`config.mk`:
```
export PLATFORM = sky130hd
export DESIGN_NAME = gait_phase_scheduler_core
export DESIGN_NICKNAME = d
export VERILOG_FILES = /design/src/rtl/core/gps_pkg.sv /design/src/rtl/core/gps_serial_mul.sv /design/src/rtl/core/gps_leg_eval.sv /design/src/rtl/core/gait_phase_scheduler_core.sv
export VERILOG_INCLUDE_DIRS = /design/src /design/src/rtl/core
export SDC_FILE = /design/constraint.sdc
export NUM_CORES = 1
export LEC_CHECK = 0
export BUFFER_PORTS_ARGS = -buffer_cell sky130_fd_sc_hd__buf_4
export CAP_MARGIN = 40
export CORE_MARGIN = 2
export CORE_UTILIZATION = 59
export CTS_BUF_LIST = sky130_fd_sc_hd__clkbuf_4
export DETAILED_ROUTE_END_ITERATION = 8
export PLACE_DENSITY = 0.84
export SYNTH_ARGS = -nofsm -noshare
export SYNTH_HDL_FRONTEND = slang
export SYNTH_HIERARCHICAL = 1
export SYNTH_SLANG_ARGS = --single-unit
```
`constraint.sdc`:
```
create_clock -name clk_i -period 11.7 [get_ports clk_i]
set_input_delay 1.755 -clock clk_i [delete_from_list [all_inputs] [get_ports clk_i]]
set_output_delay 1.755 -clock clk_i [all_outputs]
set_load 0.02 [all_outputs]
```
`src/rtl/core/gait_phase_scheduler_core_macros.svh`:
```
// ----------------------------------------------------------------------------
// Gait phase scheduler assertion macros
// Shorthand for clocked assertions that the scheduler modules share. Every
// macro samples on clk_i and is switched off while rst_ni is low.
// ----------------------------------------------------------------------------
`ifndef GAIT_PHASE_SCHEDULER_CORE_MACROS_SVH
`define GAIT_PHASE_SCHEDULER_CORE_MACROS_SVH

// Same-cycle implication: cons must hold whenever ante holds.
`define GPS_ASSERT_IMPLY(name, ante, cons, msg) \
  name: assert property (@(posedge clk_i) disable iff (!rst_ni) (ante) |-> (cons)) \
    else $error(msg);

// Next-cycle implication: cons must hold in the cycle after ante holds.
`define GPS_ASSERT_NEXT(name, ante, cons, msg) \
  name: assert property (@(posedge clk_i) disable iff (!rst_ni) (ante) |=> (cons)) \
    else $error(msg);

`endif

```
`src/rtl/core/gps_pkg.sv`:
```
// ----------------------------------------------------------------------------
// Gait phase scheduler package
// Widths, reset values, register indexes, command codes, states and the
// payload and control types shared by the scheduler modules.
// ----------------------------------------------------------------------------
package gps_pkg;

  // Sizes.
  localparam int LegCountDefault = 6;
  localparam int OffsetLegs      = 6;
  localparam int OffsetW         = 8;
  localparam int PhaseW          = 16;
  localparam int AccW            = 32;
  localparam int MulW            = 16;
  localparam int ProdW           = 2 * MulW;
  localparam int GainFracW       = 12;
  localparam int CfgIdxW         = 3;
  localparam int CfgDataW        = 48;
  localparam int MaskW           = 6;
  localparam int LegIdxW         = 3;
  localparam int AdhCntW         = 3;
  localparam int VelW            = 16;
  localparam int YawThrW         = 15;

  // Register reset values.
  localparam logic [CfgDataW-1:0] OffsetsReset    = '0;
  localparam logic [PhaseW-1:0]   DutyReset       = 16'd54613;
  localparam logic [MulW-1:0]     GainReset       = 16'd24576;
  localparam logic [MulW-1:0]     RateReset       = 16'd2863;
  localparam logic                WallReset       = 1'b0;
  localparam logic [AdhCntW-1:0]  MinAdhReset     = 3'd3;
  localparam logic [AccW-1:0]     StillSpeedReset = 32'd10000;
  localparam logic [YawThrW-1:0]  StillYawReset   = 15'd100;

  // Register indexes on the configuration port.
  typedef enum logic [CfgIdxW-1:0] {
    CFG_LEG_OFFSETS = 3'd0,
    CFG_DUTY        = 3'd1,
    CFG_GAIN        = 3'd2,
    CFG_RATE        = 3'd3,
    CFG_WALL_MODE   = 3'd4,
    CFG_MIN_ADH     = 3'd5,
    CFG_STILL_SPEED = 3'd6,
    CFG_STILL_YAW   = 3'd7
  } gps_cfg_e;

  // Leg command codes.
  typedef enum logic [1:0] {
    CMD_STANCE = 2'd0,
    CMD_SWING  = 2'd1,
    CMD_FORCED = 2'd2
  } gps_cmd_e;

  // Sequencer states.
  typedef enum logic [2:0] {
    ST_IDLE,
    ST_SQ_START,
    ST_SQ_WAIT,
    ST_CHECK,
    ST_ADV_WAIT,
    ST_LEG,
    ST_LEG_WAIT,
    ST_LEG_PUT
  } gps_state_e;

  // Input beat.
  typedef struct packed {
    logic        [15:0]      dt_us;
    logic signed [VelW-1:0]  vel_x;
    logic signed [VelW-1:0]  vel_y;
    logic signed [VelW-1:0]  vel_z;
    logic signed [VelW-1:0]  yaw_speed;
    logic        [MaskW-1:0] adhered_mask;
  } gps_in_t;

  // Output beat.
  typedef struct packed {
    logic [LegIdxW-1:0] leg_index;
    logic [1:0]         leg_command;
    logic [PhaseW-1:0]  swing_frac;
    logic               last_leg;
  } gps_out_t;

  // Serial multiplier request and response.
  typedef struct packed {
    logic            start;
    logic [MulW-1:0] a;
    logic [MulW-1:0] b;
  } gps_mul_req_t;

  typedef struct packed {
    logic             done;
    logic [ProdW-1:0] product;
  } gps_mul_rsp_t;

  // Per-leg decision.
  typedef struct packed {
    logic              swing;
    logic              refuse;
    logic [PhaseW-1:0] diff;
  } gps_leg_eval_t;

endpackage

```
`src/rtl/core/gps_serial_mul.sv`:
```
// ----------------------------------------------------------------------------
// Gait phase scheduler bit-serial multiplier
// Unsigned shift-add multiplier that retires one multiplier bit per cycle.
// A start loads the operands; done pulses once the full product is ready.
// ----------------------------------------------------------------------------
module gps_serial_mul
  import gps_pkg::*;
(
  input  logic         clk_i,
  input  logic         rst_ni,
  input  gps_mul_req_t req_i,
  output gps_mul_rsp_t rsp_o
);

  localparam int CntW = $clog2(MulW);
  localparam logic [CntW-1:0] CntLast = CntW'(MulW - 1);

  logic            active_q;
  logic            done_q;
  logic [CntW-1:0] cnt_q;
  logic [MulW-1:0] mcand_q;
  logic [MulW-1:0] hi_q;
  logic [MulW-1:0] lo_q;
  logic [MulW:0]   sum;

  // Add the multiplicand when the current multiplier bit is set.
  assign sum = {1'b0, hi_q} + {1'b0, (lo_q[0] ? mcand_q : {MulW{1'b0}})};

  // Control: step through each multiplier bit in turn, then flag completion.
  always_ff @(posedge clk_i or negedge rst_ni) begin
    if (!rst_ni) begin
      active_q <= 1'b0;
      done_q   <= 1'b0;
      cnt_q    <= '0;
    end else begin
      done_q <= 1'b0;
      if (req_i.start) begin
        active_q <= 1'b1;
        cnt_q    <= '0;
      end else if (active_q) begin
        cnt_q <= cnt_q + 1'b1;
        if (cnt_q == CntLast) begin
          active_q <= 1'b0;
          done_q   <= 1'b1;
        end
      end
    end
  end

  // Datapath: the partial product shifts right into the multiplier register.
  always_ff @(posedge clk_i) begin
    if (req_i.start) begin
      mcand_q <= req_i.a;
      hi_q    <= '0;
      lo_q    <= req_i.b;
    end else if (active_q) begin
      hi_q <= sum[MulW:1];
      lo_q <= {sum[0], lo_q[MulW-1:1]};
    end
  end

  assign rsp_o.done    = done_q;
  assign rsp_o.product = {hi_q, lo_q};

endmodule

```
`src/rtl/core/gps_leg_eval.sv`:
```
// ----------------------------------------------------------------------------
// Gait phase scheduler leg evaluator
// Forms one leg's phase from the cycle phase and its offset, decides whether
// the leg is in swing, and checks in wall mode that enough other feet adhere.
// ----------------------------------------------------------------------------
module gps_leg_eval
  import gps_pkg::*;
#(
  parameter int LEG_COUNT = LegCountDefault
) (
  input  logic [LegIdxW-1:0]  leg_i,
  input  logic [PhaseW-1:0]   cycle_phase_i,
  input  logic [CfgDataW-1:0] offsets_i,
  input  logic [PhaseW-1:0]   duty_i,
  input  logic                wall_mode_i,
  input  logic [AdhCntW-1:0]  min_adhered_i,
  input  logic [MaskW-1:0]    mask_i,
  output gps_leg_eval_t       eval_o
);

  localparam int IdxSlots = 2 ** LegIdxW;

  logic [OffsetW-1:0] offset_tab [IdxSlots];
  logic [OffsetW-1:0] offset;
  logic [PhaseW-1:0]  leg_pos;
  logic [AdhCntW-1:0] others;

  // Offset bytes by leg; legs past the sixth have no offset.
  always_comb begin
    for (int k = 0; k < IdxSlots; k++) begin
      if (k < OffsetLegs) begin
        offset_tab[k] = offsets_i[k*OffsetW +: OffsetW];
      end else begin
        offset_tab[k] = '0;
      end
    end
  end

  assign offset  = offset_tab[leg_i];
  assign leg_pos = cycle_phase_i + {offset, {(PhaseW - OffsetW){1'b0}}};

  // Count the other adhered feet among the legs that exist.
  always_comb begin
    others = '0;
    for (int j = 0; j < MaskW; j++) begin
      if (j < LEG_COUNT && LegIdxW'(j) != leg_i && mask_i[j]) begin
        others = others + 1'b1;
      end
    end
  end

  assign eval_o.swing  = (leg_pos >= duty_i);
  assign eval_o.refuse = wall_mode_i && (others < min_adhered_i);
  assign eval_o.diff   = leg_pos - duty_i;

endmodule

```
`src/rtl/core/gait_phase_scheduler_core.sv`:
```
// ----------------------------------------------------------------------------
// Gait phase scheduler core
// A moving tick squares the three velocity components, advances the phase and
// then shows one beat per leg, with a gain product for each leg let swing; a
// still tick ends after the still check with no beats. All products go one bit
// a cycle through the single shared 16-bit serial multiplier.
// Reset: asynchronous, active low; clears the phase and loads register defaults.
// ----------------------------------------------------------------------------
`include "gait_phase_scheduler_core_macros.svh"

module gait_phase_scheduler_core
  import gps_pkg::*;
#(
  parameter int LEG_COUNT = LegCountDefault
) (
  input  logic                clk_i,
  input  logic                rst_ni,
  input  logic                in_valid_i,
  output logic                in_ready_o,
  input  gps_in_t             in_data_i,
  output logic                out_valid_o,
  input  logic                out_ready_i,
  output gps_out_t            out_data_o,
  input  logic                cfg_we_i,
  input  logic [CfgIdxW-1:0]  cfg_index_i,
  input  logic [CfgDataW-1:0] cfg_wdata_i
);

  localparam int LegW = $clog2(LEG_COUNT);
  localparam logic [LegW-1:0] LastLeg = LegW'(LEG_COUNT - 1);
  localparam logic [1:0]      SqLast  = 2'd2;
  localparam int SatLo = GainFracW + PhaseW;

  // Configuration registers.
  logic [CfgDataW-1:0] offsets_q;
  logic [PhaseW-1:0]   duty_q;
  logic [MulW-1:0]     gain_q;
  logic [MulW-1:0]     rate_q;
  logic                wall_q;
  logic [AdhCntW-1:0]  min_adh_q;
  logic [AccW-1:0]     still_speed_q;
  logic [YawThrW-1:0]  still_yaw_q;

  // Sequencer and datapath.
  gps_state_e     state_q, state_d;
  logic [1:0]     sq_idx_q, sq_idx_d;
  logic [LegW-1:0] leg_q, leg_d;
  logic [AccW-1:0] acc_q, acc_d;
  logic [AccW-1:0] speed_q, speed_d;
  gps_in_t        in_q;
  gps_out_t       res_q, res_d;
  gps_out_t       out_q;
  logic           out_valid_q;
  logic           out_load;
  logic           in_take;
  logic [MulW-1:0] vel_abs;
  logic [MulW-1:0] yaw_abs;
  logic           still;
  gps_mul_req_t   mul_req;
  gps_mul_rsp_t   mul_rsp;
  gps_leg_eval_t  eval;

  // Configuration writes.
  always_ff @(posedge clk_i or negedge rst_ni) begin
    if (!rst_ni) begin
      offsets_q     <= OffsetsReset;
      duty_q        <= DutyReset;
      gain_q        <= GainReset;
      rate_q        <= RateReset;
      wall_q        <= WallReset;
      min_adh_q     <= MinAdhReset;
      still_speed_q <= StillSpeedReset;
      still_yaw_q   <= StillYawReset;
    end else if (cfg_we_i) begin
      case (cfg_index_i)
        CFG_LEG_OFFSETS: offsets_q     <= cfg_wdata_i;
        CFG_DUTY:        duty_q        <= cfg_wdata_i[PhaseW-1:0];
        CFG_GAIN:        gain_q        <= cfg_wdata_i[MulW-1:0];
        CFG_RATE:        rate_q        <= cfg_wdata_i[MulW-1:0];
        CFG_WALL_MODE:   wall_q        <= cfg_wdata_i[0];
        CFG_MIN_ADH:     min_adh_q     <= cfg_wdata_i[AdhCntW-1:0];
        CFG_STILL_SPEED: still_speed_q <= cfg_wdata_i[AccW-1:0];
        CFG_STILL_YAW:   still_yaw_q   <= cfg_wdata_i[YawThrW-1:0];
        default: begin
        end
      endcase
    end
  end

  // Magnitudes of the velocity component being squared and of the yaw rate.
  always_comb begin
    logic [VelW-1:0] v;
    case (sq_idx_q)
      2'd0:    v = in_q.vel_x;
      2'd1:    v = in_q.vel_y;
      default: v = in_q.vel_z;
    endcase
    vel_abs = v[VelW-1] ? (~v + 1'b1) : v;
    yaw_abs = in_q.yaw_speed[VelW-1] ? (~in_q.yaw_speed + 1'b1) : in_q.yaw_speed;
  end

  assign still = (speed_q < still_speed_q) && (yaw_abs < {1'b0, still_yaw_q});

  // Shared serial multiplier.
  gps_serial_mul u_mul (
    .clk_i  (clk_i),
    .rst_ni (rst_ni),
    .req_i  (mul_req),
    .rsp_o  (mul_rsp)
  );

  // Phase and swing decision for the current leg.
  gps_leg_eval #(
    .LEG_COUNT (LEG_COUNT)
  ) u_leg_eval (
    .leg_i         (LegIdxW'(leg_q)),
    .cycle_phase_i (acc_q[AccW-1:AccW-PhaseW]),
    .offsets_i     (offsets_q),
    .duty_i        (duty_q),
    .wall_mode_i   (wall_q),
    .min_adhered_i (min_adh_q),
    .mask_i        (in_q.adhered_mask),
    .eval_o        (eval)
  );

  // Sequencer: squares, still check, then unless still a phase advance and one command per leg.
  always_comb begin
    state_d   = state_q;
    sq_idx_d  = sq_idx_q;
    leg_d     = leg_q;
    acc_d     = acc_q;
    speed_d   = speed_q;
    res_d     = res_q;
    out_load  = 1'b0;
    in_take   = 1'b0;
    mul_req   = '0;
    case (state_q)
      ST_IDLE: begin
        if (in_valid_i) begin
          in_take  = 1'b1;
          sq_idx_d = '0;
          speed_d  = '0;
          state_d  = ST_SQ_START;
        end
      end
      ST_SQ_START: begin
        mul_req.start = 1'b1;
        mul_req.a     = vel_abs;
        mul_req.b     = vel_abs;
        state_d       = ST_SQ_WAIT;
      end
      ST_SQ_WAIT: begin
        if (mul_rsp.done) begin
          speed_d = speed_q + mul_rsp.product;
          if (sq_idx_q == SqLast) begin
            state_d = ST_CHECK;
          end else begin
            sq_idx_d = sq_idx_q + 1'b1;
            state_d  = ST_SQ_START;
          end
        end
      end
      ST_CHECK: begin
        if (still) begin
          state_d = ST_IDLE;
        end else begin
          mul_req.start = 1'b1;
          mul_req.a     = in_q.dt_us;
          mul_req.b     = rate_q;
          state_d       = ST_ADV_WAIT;
        end
      end
      ST_ADV_WAIT: begin
        if (mul_rsp.done) begin
          acc_d   = acc_q + mul_rsp.product;
          leg_d   = '0;
          state_d = ST_LEG;
        end
      end
      ST_LEG: begin
        res_d.leg_index  = LegIdxW'(leg_q);
        res_d.last_leg   = (leg_q == LastLeg);
        res_d.swing_frac = '0;
        if (eval.swing && !eval.refuse) begin
          mul_req.start = 1'b1;
          mul_req.a     = eval.diff;
          mul_req.b     = gain_q;
          state_d       = ST_LEG_WAIT;
        end else begin
          res_d.leg_command = eval.swing ? CMD_FORCED : CMD_STANCE;
          state_d           = ST_LEG_PUT;
        end
      end
      ST_LEG_WAIT: begin
        if (mul_rsp.done) begin
          res_d.leg_command = CMD_SWING;
          if (|mul_rsp.product[ProdW-1:SatLo]) begin
            res_d.swing_frac = '1;
          end else begin
            res_d.swing_frac = mul_rsp.product[SatLo-1:GainFracW];
          end
          state_d = ST_LEG_PUT;
        end
      end
      ST_LEG_PUT: begin
        if (!out_valid_q || out_ready_i) begin
          out_load = 1'b1;
          if (res_q.last_leg) begin
            state_d = ST_IDLE;
          end else begin
            leg_d   = leg_q + 1'b1;
            state_d = ST_LEG;
          end
        end
      end
      default: begin
        state_d = ST_IDLE;
      end
    endcase
  end

  // Control state and phase accumulator.
  always_ff @(posedge clk_i or negedge rst_ni) begin
    if (!rst_ni) begin
      state_q     <= ST_IDLE;
      sq_idx_q    <= '0;
      leg_q       <= '0;
      acc_q       <= '0;
      out_valid_q <= 1'b0;
    end else begin
      state_q  <= state_d;
      sq_idx_q <= sq_idx_d;
      leg_q    <= leg_d;
      acc_q    <= acc_d;
      if (out_load) begin
        out_valid_q <= 1'b1;
      end else if (out_ready_i) begin
        out_valid_q <= 1'b0;
      end
    end
  end

  // Payload registers.
  always_ff @(posedge clk_i) begin
    speed_q <= speed_d;
    res_q   <= res_d;
    if (in_take) begin
      in_q <= in_data_i;
    end
    if (out_load) begin
      out_q <= res_q;
    end
  end

  assign in_ready_o  = (state_q == ST_IDLE);
  assign out_valid_o = out_valid_q;
  assign out_data_o  = out_q;

  // Checks.
  `GPS_ASSERT_IMPLY(a_prog_zero_unless_swing,
    out_valid_o && out_data_o.leg_command != CMD_SWING,
    out_data_o.swing_frac == '0, "swing fraction set on a non-swing beat")
  `GPS_ASSERT_IMPLY(a_cmd_legal, out_valid_o,
    out_data_o.leg_command == CMD_STANCE || out_data_o.leg_command == CMD_SWING ||
    out_data_o.leg_command == CMD_FORCED, "illegal leg command on output")
  `GPS_ASSERT_IMPLY(a_mul_done_expected, mul_rsp.done,
    state_q == ST_SQ_WAIT || state_q == ST_ADV_WAIT || state_q == ST_LEG_WAIT,
    "multiplier finished outside a wait state")
  `GPS_ASSERT_NEXT(a_last_leg_ends_tick, out_load && res_q.last_leg,
    state_q == ST_IDLE, "sequencer did not return to idle after the last leg")
  `GPS_ASSERT_NEXT(a_phase_holds_idle, state_q == ST_IDLE, $stable(acc_q),
    "phase changed while idle")

endmodule

```
# [Word-level counts from Yosys, hierarchy flattened]
# Cells that the tools add are included.
[classes] n_addsub=15 multipliers=0 div=0 order_cmp=5 eq_ne=31 shift=0 muxes=58 bitwise=3 reduce_logical=37
[op_table] operator="one-hot mux 33 bit (3 select lines)" count=1
[op_table] operator="two-way mux 16 bit" count=6
[op_table] operator="two-way mux 33 bit" count=2
[op_table] operator="adder 32 bit" count=2
[op_table] operator="two-way mux 32 bit" count=2
[op_table] operator="one-hot mux 32 bit (2 select lines)" count=1
[op_table] operator="two-way mux 3 bit" count=15
[op_table] operator="one-hot mux 18 bit (2 select lines)" count=1
[op_table] operator="adder 16 x 1 -> 16 bit, second input constant" count=2
[op_table] operator="less-than comparator 32 bit" count=1
[op_table] operator="NOT 16 bit" count=2
[op_table] operator="one-hot mux 16 bit (2 select lines)" count=1
[op_table] operator="equality test 3 bit, second input constant" count=9
[op_table] operator="binary-select mux 8 bit (select 3 bit)" count=1
[op_table] operator="one-hot mux 3 bit (8 select lines)" count=1
[op_table] operator="AND reduction 2 bit" count=10
[op_table] operator="adder 3 x 1 -> 3 bit, second input constant" count=6
[op_table] operator="two-way mux 18 bit" count=1
[op_table] operator="adder 16 x 16 -> 17 bit" count=1
[op_table] operator="adder 16 bit" count=1
[op_table] operator=">= comparator 16 bit" count=1
[op_table] operator="less-than comparator 16 x 15 -> 1 bit" count=1
[op_table] operator="two-way mux 8 bit" count=2
[op_table] operator="subtractor 16 bit" count=1
[op_table] operator="31 further kinds" count=78
[word_totals] ff_bits=404 latchBits=0 mem_bits_rw=0 mem_bits_ro=0 input_bits=142 output_inout_bits=24 elab_cells=183 mem_count=0

# [Logic depth before layout (Yosys ltp)]
# Gate-level depths: netlist of the first run.
[depth] depth_word=20 mapped_depth=27 ltp_nobuf=26

# [Cells and area by module]
# The synthesis of the first run kept the hierarchy.
[modules_own_cells] mod="gait_phase_scheduler_core" instances=1 cells_per_inst=1527 area_each_um2=18134.9 seq_area_each_um2=9605.5
[modules_own_cells] mod="gps_serial_mul" instances=1 cells_per_inst=254 area_each_um2=2862.7 seq_area_each_um2=1431.4
[modules_own_cells] mod="gps_leg_eval" instances=1 cells_per_inst=263 area_each_um2=1943.1 seq_area_each_um2=0.0

# [Worst setup path after synthesis of the first run]
# Ideal clock, no wire load.
[synth_path] path_kind="register to register" start="reg leg_q[0]" end="reg u_mul.lo_q[0] (enable)" setup_ns=0.364 arrival_time_ns=5.144 required_ns=11.336 setup_slack_ns=6.192 stages_incl_launch_ff=25 n_path_buf=3 synth_period_minus_slack_ns=5.508 cell_sequence="dfrtp_1 -> buf_2 -> inv_2 -> a21boi_0 -> inv_1 -> ha_1 -> clkbuf_1 -> nor3_2 -> o31ai_2 -> ha_1 -> mux2_4 -> ha_1 -> nand2_1 -> xor2_1 -> xnor2_1 -> ha_1 -> nand2_1 -> nand3b_1 -> a31oi_1 -> nand2b_1 -> o21ai_0 -> a31o_2 -> clkbuf_1 -> nor2_1 -> inv_1"
[synth_lines] item="from (decl)" line_no="gait_phase_scheduler_core.sv:47" source="logic [LegW-1:0] leg_q, leg_d;"
[synth_lines] item="from (signal assigned)" line_no="gait_phase_scheduler_core.sv:233" source="leg_q <= leg_d;"
[synth_lines] item="to (signal assigned)" line_no="gps_serial_mul.sv:55" source="lo_q <= req_i.b;"
[synth_lines] item="to (signal assigned)" line_no="gps_serial_mul.sv:58" source="lo_q <= {sum[0], lo_q[MulW-1:1]};"
[synth_lines] item="to (decl)" line_no="gps_serial_mul.sv:23" source="logic [MulW-1:0] lo_q;"

==> results.md, run 1 <==
- The finished layout holds 2872 standard cells, fillers aside.
- The clock latency on the worst-skew pair is around 0.83 ns.
- The average size of a mapped cell is between 10 and 15 µm².
- Sequential cells were found to cover 48.11% of the synthesized design area.
- The cell area that synthesis handed to floorplanning was around 0.023 mm².
- Setup violations remaining at the end of the flow were counted as 0.
- Summed over all cells, the static leakage comes to between 10 and 15 nW.
- Global routing consumed, on the met3 layer, ~6.9% of the routing resources.
- Yosys instantiated no cell more often than sky130_fd_sc_hd__edfxtp_1.
- The number of global-route vias before repair came to 17.43k.
- Setup repair after global routing left no endpoint under its margin.
- The most used flip-flop cell after synthesis is sky130_fd_sc_hd__edfxtp_1.
- After global routing the overflow that remains totals 0.
- The final core utilization is 68.06%.
- The pin count of the biggest net entering global routing is approximately 70.
- The number of maximum-capacitance violations is 0.
- The global-route track usage on met1 is between 30% and 40%.
- The distinct cell type count after synthesis is 94.
- The critical path required time is 12.10 ns.
- The area of the placeable core is a little under 0.04 mm².
- The number of port buffers is 165.
- The number of core rows is 72.
- Prior to clock tree synthesis, the placed netlist has a worst setup slack of between 5 and 6 ns.
- In the synthesized netlist the async set-or-reset flop fraction comes to 48.02%.
- The number of enable-type register cells in the synthesized netlist is just under 200.
- The H-tree depth is 3.
- The net count reported at finish is around 2.6k.
- In the finished design, the share of the clock period the worst path needs comes to between 50% and 60%.
- The number of hold violations in the final report is 0.
- The met2 track demand over resource is between 50 and 60%.
- The overall die height is roughly 200 µm.
- At the pin with the least slew margin, the transition time is about 0.87 ns.
- Across the VDD grid, the largest voltage drop is 0.0001411 V.
- The die covers 0.04048 mm².
- The setup clock skew after layout is slightly below 0.08 ns.
- The post-CTS clock slew at the launch and capture registers of the worst setup and hold paths is about 0.07 ns.
- The number of antenna violations at the first check in global routing was 2.
- The CTS tree is yes.
- Summed over all nets, the half-perimeter wirelength after detailed placement is roughly 46 mm.
- The TritonCTS buffer count is 103.
- Power spread over the standard cell area amounts to between 200 and 300 mW/mm².
- The last weighted congestion value of the routability-driven placer is just under 1.
- The critical path is of the flop to flop type.
- Synthesis produced a netlist with a net count of 2353.
- The floorplan step set the die width to ~200 µm.
- The effective utilization at floorplan is around three fifths.
- Based on the critical path, the design can be clocked at up to around 160 MHz.
- The first global-routing pass estimated about 96 mm of wire.
- The detailed router placed ~17k vias in this run.
- The number of nets with antenna violations after routing is 0.
- The fraction of final layout cells with drive strength greater than 1 is a little over a quarter.
- After clock tree synthesis, the setup repair step added 0 buffers.
- The number of clock sinks is 404.
- In the synthesized netlist, the number of instances is between 2k and 2.5k.
- The synthesized design spends more area on one cell type than any other, namely sky130_fd_sc_hd__edfxtp_1.
- Counting tap cells, the placed design contains a total of 2675 instances.
- The path class of the tightest hold or removal check is flop to flop.
- By area the synthesized netlist is led by sky130_fd_sc_hd__edfxtp_1 25%, sky130_fd_sc_hd__dfrtp_1 18%, sky130_fd_sc_hd__ha_1 8.8%, sky130_fd_sc_hd__mux2_2 8.2%, sky130_fd_sc_hd__dfstp_2 3.3%.
- The highest-utilization routing layer at the global route stage is met2.
- Data on the critical path arrives at its endpoint at roughly 6.7 ns.
- Global routing used 30.60% of the available tracks.
- The area growth from synthesis to layout is 14.39%.
- Post-CTS repair changed the size of 0 cells.
- The detailed-route DRC error count is 0.
- STA classifies the critical path endpoint as a flop.
- Setup total negative slack on the finished layout was measured at 0 ns.
- After detailed routing, the number of vias per cell comes to 6.079.
- In this run the clock root is driven by a sky130_fd_sc_hd__clkbuf_4.
- The run finished with clean final reports.
- In this run, synthesis produced a sequential element count of a little over 400.
- The post-layout minimum cycle time is approximately 6.3 ns.
- The cts-stage hold buffer count is 0.
- The per-cell routed wire length is 21.49 µm.
- Before antenna repair, the detailed router went through 6 iterations.
- After detailed routing, the total wire length is approximately 62 mm.
- The yosys synthesis warning count is 6.
- In this run the count of I/O pins placed on the die edge is 166.
- After synthesis, the largest area contributor takes up 25.39% of total cell area.
- Sorting the synthesized cells by how often they occur yields 194 x sky130_fd_sc_hd__edfxtp_1, 167 x sky130_fd_sc_hd__mux2_2, 165 x sky130_fd_sc_hd__dfrtp_1.
- After layout, the design draws a total of approximately 7 mW.
- The longest clock path from root to sink contains 3 buffers.
- For this block, the initial DRC count from the detailed router was 1533.
- The worst pin sits at a relative slew slack of a little over two fifths.
- The largest fanout on the critical path is 46.
- Setup slack closes at roughly 5.4 ns.
- The kind of launch point of the worst setup path is a flop.
- The final-report max-slew violation count is 0.
==> sequential cells by signal (all words and copies together), names as in the netlist, 22 cells and up <==
signal and count:
in_q 86, offsets_q 48, acc_q 32, speed_q 32, still_speed_q 32, out_data_o 22
res_q 22
==> where the power goes <==
| group | internal (mW) | total (mW) | switching (mW) | leakage (nW) |
|---|---|---|---|---|
| sequential | 1.94 | 2.30 | 0.359 | 4.30 |
| combinational | 1.45 | 3.39 | 1.95 | 6.44 |
| clock | 0.705 | 1.30 | 0.597 | 0.860 |
| total | 4.10 | 7.00 | 2.90 | 11.6 |
==> kinds of logic after synthesis <==
| logic type | after synthesis | share of synthesized area, % |
|---|---|---|
| and+or+nand+nor | 505 | 11.07 |
| AOI/OAI and AO/OA | 485 | 14.56 |
| DFF | 404 | 48.11 |
| muxes | 200 | 10.10 |
| buffers and inverters | 189 | 3.311 |
| adders and majority gates | 167 | 9.272 |
| xor gates and xnor gates | 94 | 3.589 |
==> per-stage QoR <==
stage	area, µm²	hold WS [ns]
after floorplan	22940	0.4003
after global placement	24630	0.4035
after detailed placement	24800	0.4054
after CTS	26230	0.4133
after global routing	26240	0.4221
final	26240	0.4087
==> critical path, stage by stage (launching register included) <==
cell,delay [ns]
sky130_fd_sc_hd__dfrtp_1,0.75
sky130_fd_sc_hd__nor2_1,0.11
sky130_fd_sc_hd__a21boi_0,0.36
sky130_fd_sc_hd__inv_1,0.13
sky130_fd_sc_hd__ha_1,0.47
sky130_fd_sc_hd__nor3_2,0.09
sky130_fd_sc_hd__o31ai_2,0.29
sky130_fd_sc_hd__ha_1,0.29
sky130_fd_sc_hd__mux2_4,0.28
sky130_fd_sc_hd__ha_1,0.18
sky130_fd_sc_hd__nand2_1,0.07
sky130_fd_sc_hd__xor2_1,0.18
sky130_fd_sc_hd__xnor2_1,0.15
sky130_fd_sc_hd__ha_1,0.26
sky130_fd_sc_hd__nand2_1,0.07
sky130_fd_sc_hd__nand3b_1,0.08
sky130_fd_sc_hd__a31oi_1,0.18
sky130_fd_sc_hd__nand2b_1,0.20
sky130_fd_sc_hd__o21ai_0,0.13
sky130_fd_sc_hd__a31o_2,0.27
sky130_fd_sc_hd__buf_4,0.30
sky130_fd_sc_hd__nor2_1,0.53
sky130_fd_sc_hd__inv_1,0.50
==> metal layers <==
metal  up-vias  routed length (µm)
met1      8462               25220
met2       793               29350
met4         0                1969
met5         -                   0
li1       8064                   -
met3       141                5181
==> final cells by class <==
type | count | area, µm²
multi-input cells | 1451 | 11170
well taps | 518 | 648.1
fillers | 2847 | 12310
clock inverters | 28 | 196.4
diodes | 4 | 10.01
flip-flops and latches | 404 | 11040
clock buffers | 165 | 1239
repair buffers | 189 | 1514
inverters | 113 | 425.4
==> placed cells by master (no fill, tap or decap), drive strengths merged, types with 26 or more instances in the layout <==
cell type,netlist,routed
o21ai,101,101
dfrtp,165,165
a221o,34,34
nand2,136,136
nand3,27,27
a21o,62,62
clkbuf,55,166
xor2,45,45
mux2,168,168
nor2b,26,26
and2,27,27
xnor2,49,49
edfxtp,194,194
buf,21,188
nor2,137,137
ha,162,162
dfstp,29,29
inv,113,114
a21oi,123,123
nor3,30,30
==> final timing paths <==
| check | slack [ns] | from | end | cells past startpoint |
|---|---|---|---|---|
| setup reg to reg | 5.41 | leg_q[1] | u_mul/lo_q[15] | 22 |
| hold / removal | 0.41 | res_q[14] | out_data_o[14] | 0 |
| setup / recovery | 5.41 | leg_q[1] | u_mul/lo_q[15] | 22 |
| min in group asynchronous | 0.90 | rst_ni | acc_q[13] | 1 |
| hold reg to reg | 0.41 | res_q[14] | out_data_o[14] | 0 |
| max in group asynchronous | 9.58 | rst_ni | offsets_q[9] | 3 |
(Power assumes the default switching activity.)
==> run 2, diff against run 1 <==
--- a/config.mk
+++ b/config.mk
@@ -9,10 +9,10 @@
 export BUFFER_PORTS_ARGS = -buffer_cell sky130_fd_sc_hd__buf_4
 export CAP_MARGIN = 40
 export CORE_MARGIN = 2
-export CORE_UTILIZATION = 59
+export CORE_UTILIZATION = 57
 export CTS_BUF_LIST = sky130_fd_sc_hd__clkbuf_4
 export DETAILED_ROUTE_END_ITERATION = 8
-export PLACE_DENSITY = 0.84
+export PLACE_DENSITY = 0.85
 export SYNTH_ARGS = -nofsm -noshare
 export SYNTH_HDL_FRONTEND = slang
 export SYNTH_HIERARCHICAL = 1
==> constraint.sdc (replaced) <==
create_clock -name clk_i -period 5.3 [get_ports clk_i]
set_input_delay 0.795 -clock clk_i [delete_from_list [all_inputs] [get_ports clk_i]]
set_output_delay 0.795 -clock clk_i [all_outputs]
set_load 0.02 [all_outputs]
==> run 2 against run 1 <==
Clock skew is 0.0056 ns lower. Non-clock buffer count increased by 13. Critical path depth increased by 4. Power increased by 120%. Combinational power up 120%. Global-route usage shrank 0.68 points. Sequential share of layout area shrank 0.14 points.
==> results.md, run 2 (synthesis results as in run 1) <==
- The stage delay of the slowest cell on the critical path is roughly 0.44 ns.
- The leakage component of the power is approximately 12 nW.
- The routed length on met2 is 28.76 mm.
- Once detail routing completed, the nets flagged for antenna violations numbered 0.
- The clock passes through at most 3 buffers.
- Summing all non-filler instances in the final layout gives an area of ~0.026 mm².
- The layout-stage area growth over the synthesis result is 14.77%.
- The net count reported at finish is approximately 2.6k.
- The worst-path cell with the longest stage delay is sky130_fd_sc_hd__dfrtp_1.
- The worst path meets setup with ~0.19 ns of slack.
- The final-report max-slew violation count came to 0.
- Wires add up to 62.15 mm.
- The number of iterations in the first detailed-routing pass is 6.
- In the final timing run, aggregate negative setup slack is 0 ns.
- Entering global routing, the biggest net connects between 100 and 150 pins.
- The detailed-route DRC error count is 0.
- The multi-input combinational cell area is ~0.011 mm².
- Timing analysis after detailed placement gives a worst setup slack of ~0.13 ns.
- The final setup violation count is 0.
- The number of core rows is 73.
- Leaving out fill and tap cells, the most frequent cells in the layout are 194 x sky130_fd_sc_hd__edfxtp_1, 192 x sky130_fd_sc_hd__buf_4, 167 x sky130_fd_sc_hd__mux2_2, 165 x sky130_fd_sc_hd__dfrtp_1, 161 x sky130_fd_sc_hd__ha_1.
- Dividing the detail-routed wire length by the instance count gives 21.56 µm.
- The largest fanout on the critical path is 7.
- The floorplan step set the die height to a little over 200 µm.
- Using the TritonRoute via totals, the vias-per-cell ratio works out to ~6.1.
- TritonCTS built the clock tree.
- The area of the placeable core is 0.03973 mm².
- The routed wire length on met3 is 5.476 mm.
- Buffers placed on the I/O ports in this run total about 170.
- For this block, wires on met1 add up to 24.99 mm.
- The run finished with clean final reports.
- Across the routed clock network, the largest skew measured is 0.07396 ns.
- The detailed router's first-iteration violation count is approximately 1.6k.
- The register with the most flip-flops is in_q.
- TritonCTS created slightly below 100 clock buffers.
- The wire length of the first global-routing pass is 95.47 mm.
- Data on the critical path is required at its endpoint by ~6.0 ns.
- The die covers approximately 0.042 mm².
- The flip-flop count of the largest register, all copies and words added is between 80 and 90.
- The number of global-route vias before repair is approximately 17k.
- The critical path start-end classification is flop to flop.
- The clock latency on the worst-skew pair is about 0.82 ns.
- The count of cells in the finished layout, fillers not included, comes to between 2k and 3k.
- In this run the horizontal extent of the chip is about 200 µm.
- The uppermost layer routed is met5.
- The detailed placer's ending HPWL is around 46 mm.
- The number of antenna violations at the first check in global routing was 3.
- The ratio of final minimum period to clock period is a little over nine tenths.
- Clock-pin slew was measured on the worst setup and hold paths at roughly 0.07 ns.
- Of the cells placed in the final design, the portion with a size suffix greater than 1 is 27.45%.
- The last weighted congestion value of the routability-driven placer is 0.9533.
- Counting stages on the worst path, the most repeated cell is sky130_fd_sc_hd__nand2_1.
- Across the whole layout, storage elements account for roughly 0.011 mm².
- The worst slew margin relative to its limit is roughly 38%.
- The buffer type at the clock tree root is sky130_fd_sc_hd__clkbuf_4.
- VDD sags by at most around 0.00035 V.
- The type of destination of the critical path is a flop.
- The data arrival time at the worst-slack endpoint is approximately 5.8 ns.
- Summed over all layers, the global routing overflow is 0.
- The kind of launch point of the worst setup path is a flop.
- Across the run, the number of max-cap violations was 0.
- The smallest clock period supported by the final layout is computed as ~5.1 ns.
- The initial utilization of the core area, before any placement, comes to between 50% and 60%.
- The cell area after placement is approximately 0.025 mm².
- The H-tree depth is 3.
- The number of hold violations in the final report is 0.
- ~170 I/O pins were placed.
- Once placement completed, the tool counted placed cells totaling around 2.7k.
- The path class of the tightest hold or removal check is input port to flop.
- Static timing analysis puts the maximum clock frequency at ~200 MHz.
- For the pin with the worst max-slew slack, the measured transition is 0.9325 ns.
- The library cell used most frequently in the layout, excluding fill and tap cells, is sky130_fd_sc_hd__edfxtp_1.
- The largest registers in the layout are in_q x86, offsets_q x48.
- The total power divided by cell area is 588.7 mW/mm².
- Summing over every cut layer, the via total after detailed routing is ~18k.
- The number of clock sinks is slightly above 400.
- The total routing usage reported by global routing is 29.92%.
- The filler cells instantiated in the layout total approximately 2.9k.
[run 2: per-layer routing]
metal | vias to the layer above | track usage, %
li1 | 8067 | -
met1 | 8468 | 38.84
met2 | 849 | 47.49
met3 | 158 | 6.554
met4 | 4 | 14.88
met5 | - | 0
[run 2: final cells by class]
type                       count  share of cell area (%)
tap                          525                   2.495
multi-input combinational   1452                   42.57
inverter                     113                   1.616
clock inverter                32                  0.9077
clock buffer                 154                   4.391
antenna                        1                0.009504
sequential                   404                   41.92
timing repair buffer         202                   6.097
[run 2: final timing paths]
path | from | end | slack [ns] | depth (start not counted)
max | leg_q[2] | u_mul/hi_q[12] | 0.19 | 26
min in group asynchronous | rst_ni | acc_q[10] | 0.38 | 2
max reg2reg | leg_q[2] | u_mul/hi_q[12] | 0.19 | 26
min | in_data_i[46] | in_q[46] | 0.17 | 1
max in group asynchronous | rst_ni | offsets_q[36] | 3.53 | 4
min reg2reg | res_q[4] | out_data_o[4] | 0.42 | 0
[run 2: worst max-delay path, delay by kind of cell, from the launching register on]
family | cells | cell delay, ns
xor+xnor | 2 | 0.36
buf+inv | 2 | 0.20
fa+ha+maj | 4 | 0.96
simple gates | 9 | 1.18
mux | 2 | 0.46
flops | 1 | 0.44
compound gates | 7 | 1.42
[run 2: stage by stage]
step / util, % / hold slack, ns / power [mW]
final: 66.27 / 0.1653 / 15.50
after global routing: 66.27 / 0.1052 / 16.52
after CTS: 66.13 / 0.08364 / 15.31
after detailed placement: 62.59 / 0.4045 / 12.44
after global placement: 62.21 / 0.4019 / 12.12
after floorplan: - / 0.4003 / 10.39
[run 2: power breakdown]
group          switching (mW)  internal [mW]
sequential              0.798           4.29
clock                    1.29           1.52
combinational            4.34           3.26
total                    6.43           9.07
[run 2: what timing repair did]
action                                 4_1_cts  5_1_grt
endpoints found under the hold margin        4        0
setup buffers                                0        3
resized for setup                            0        8
hold buffers                                 1        0
setup endpoints to repair                    0       55
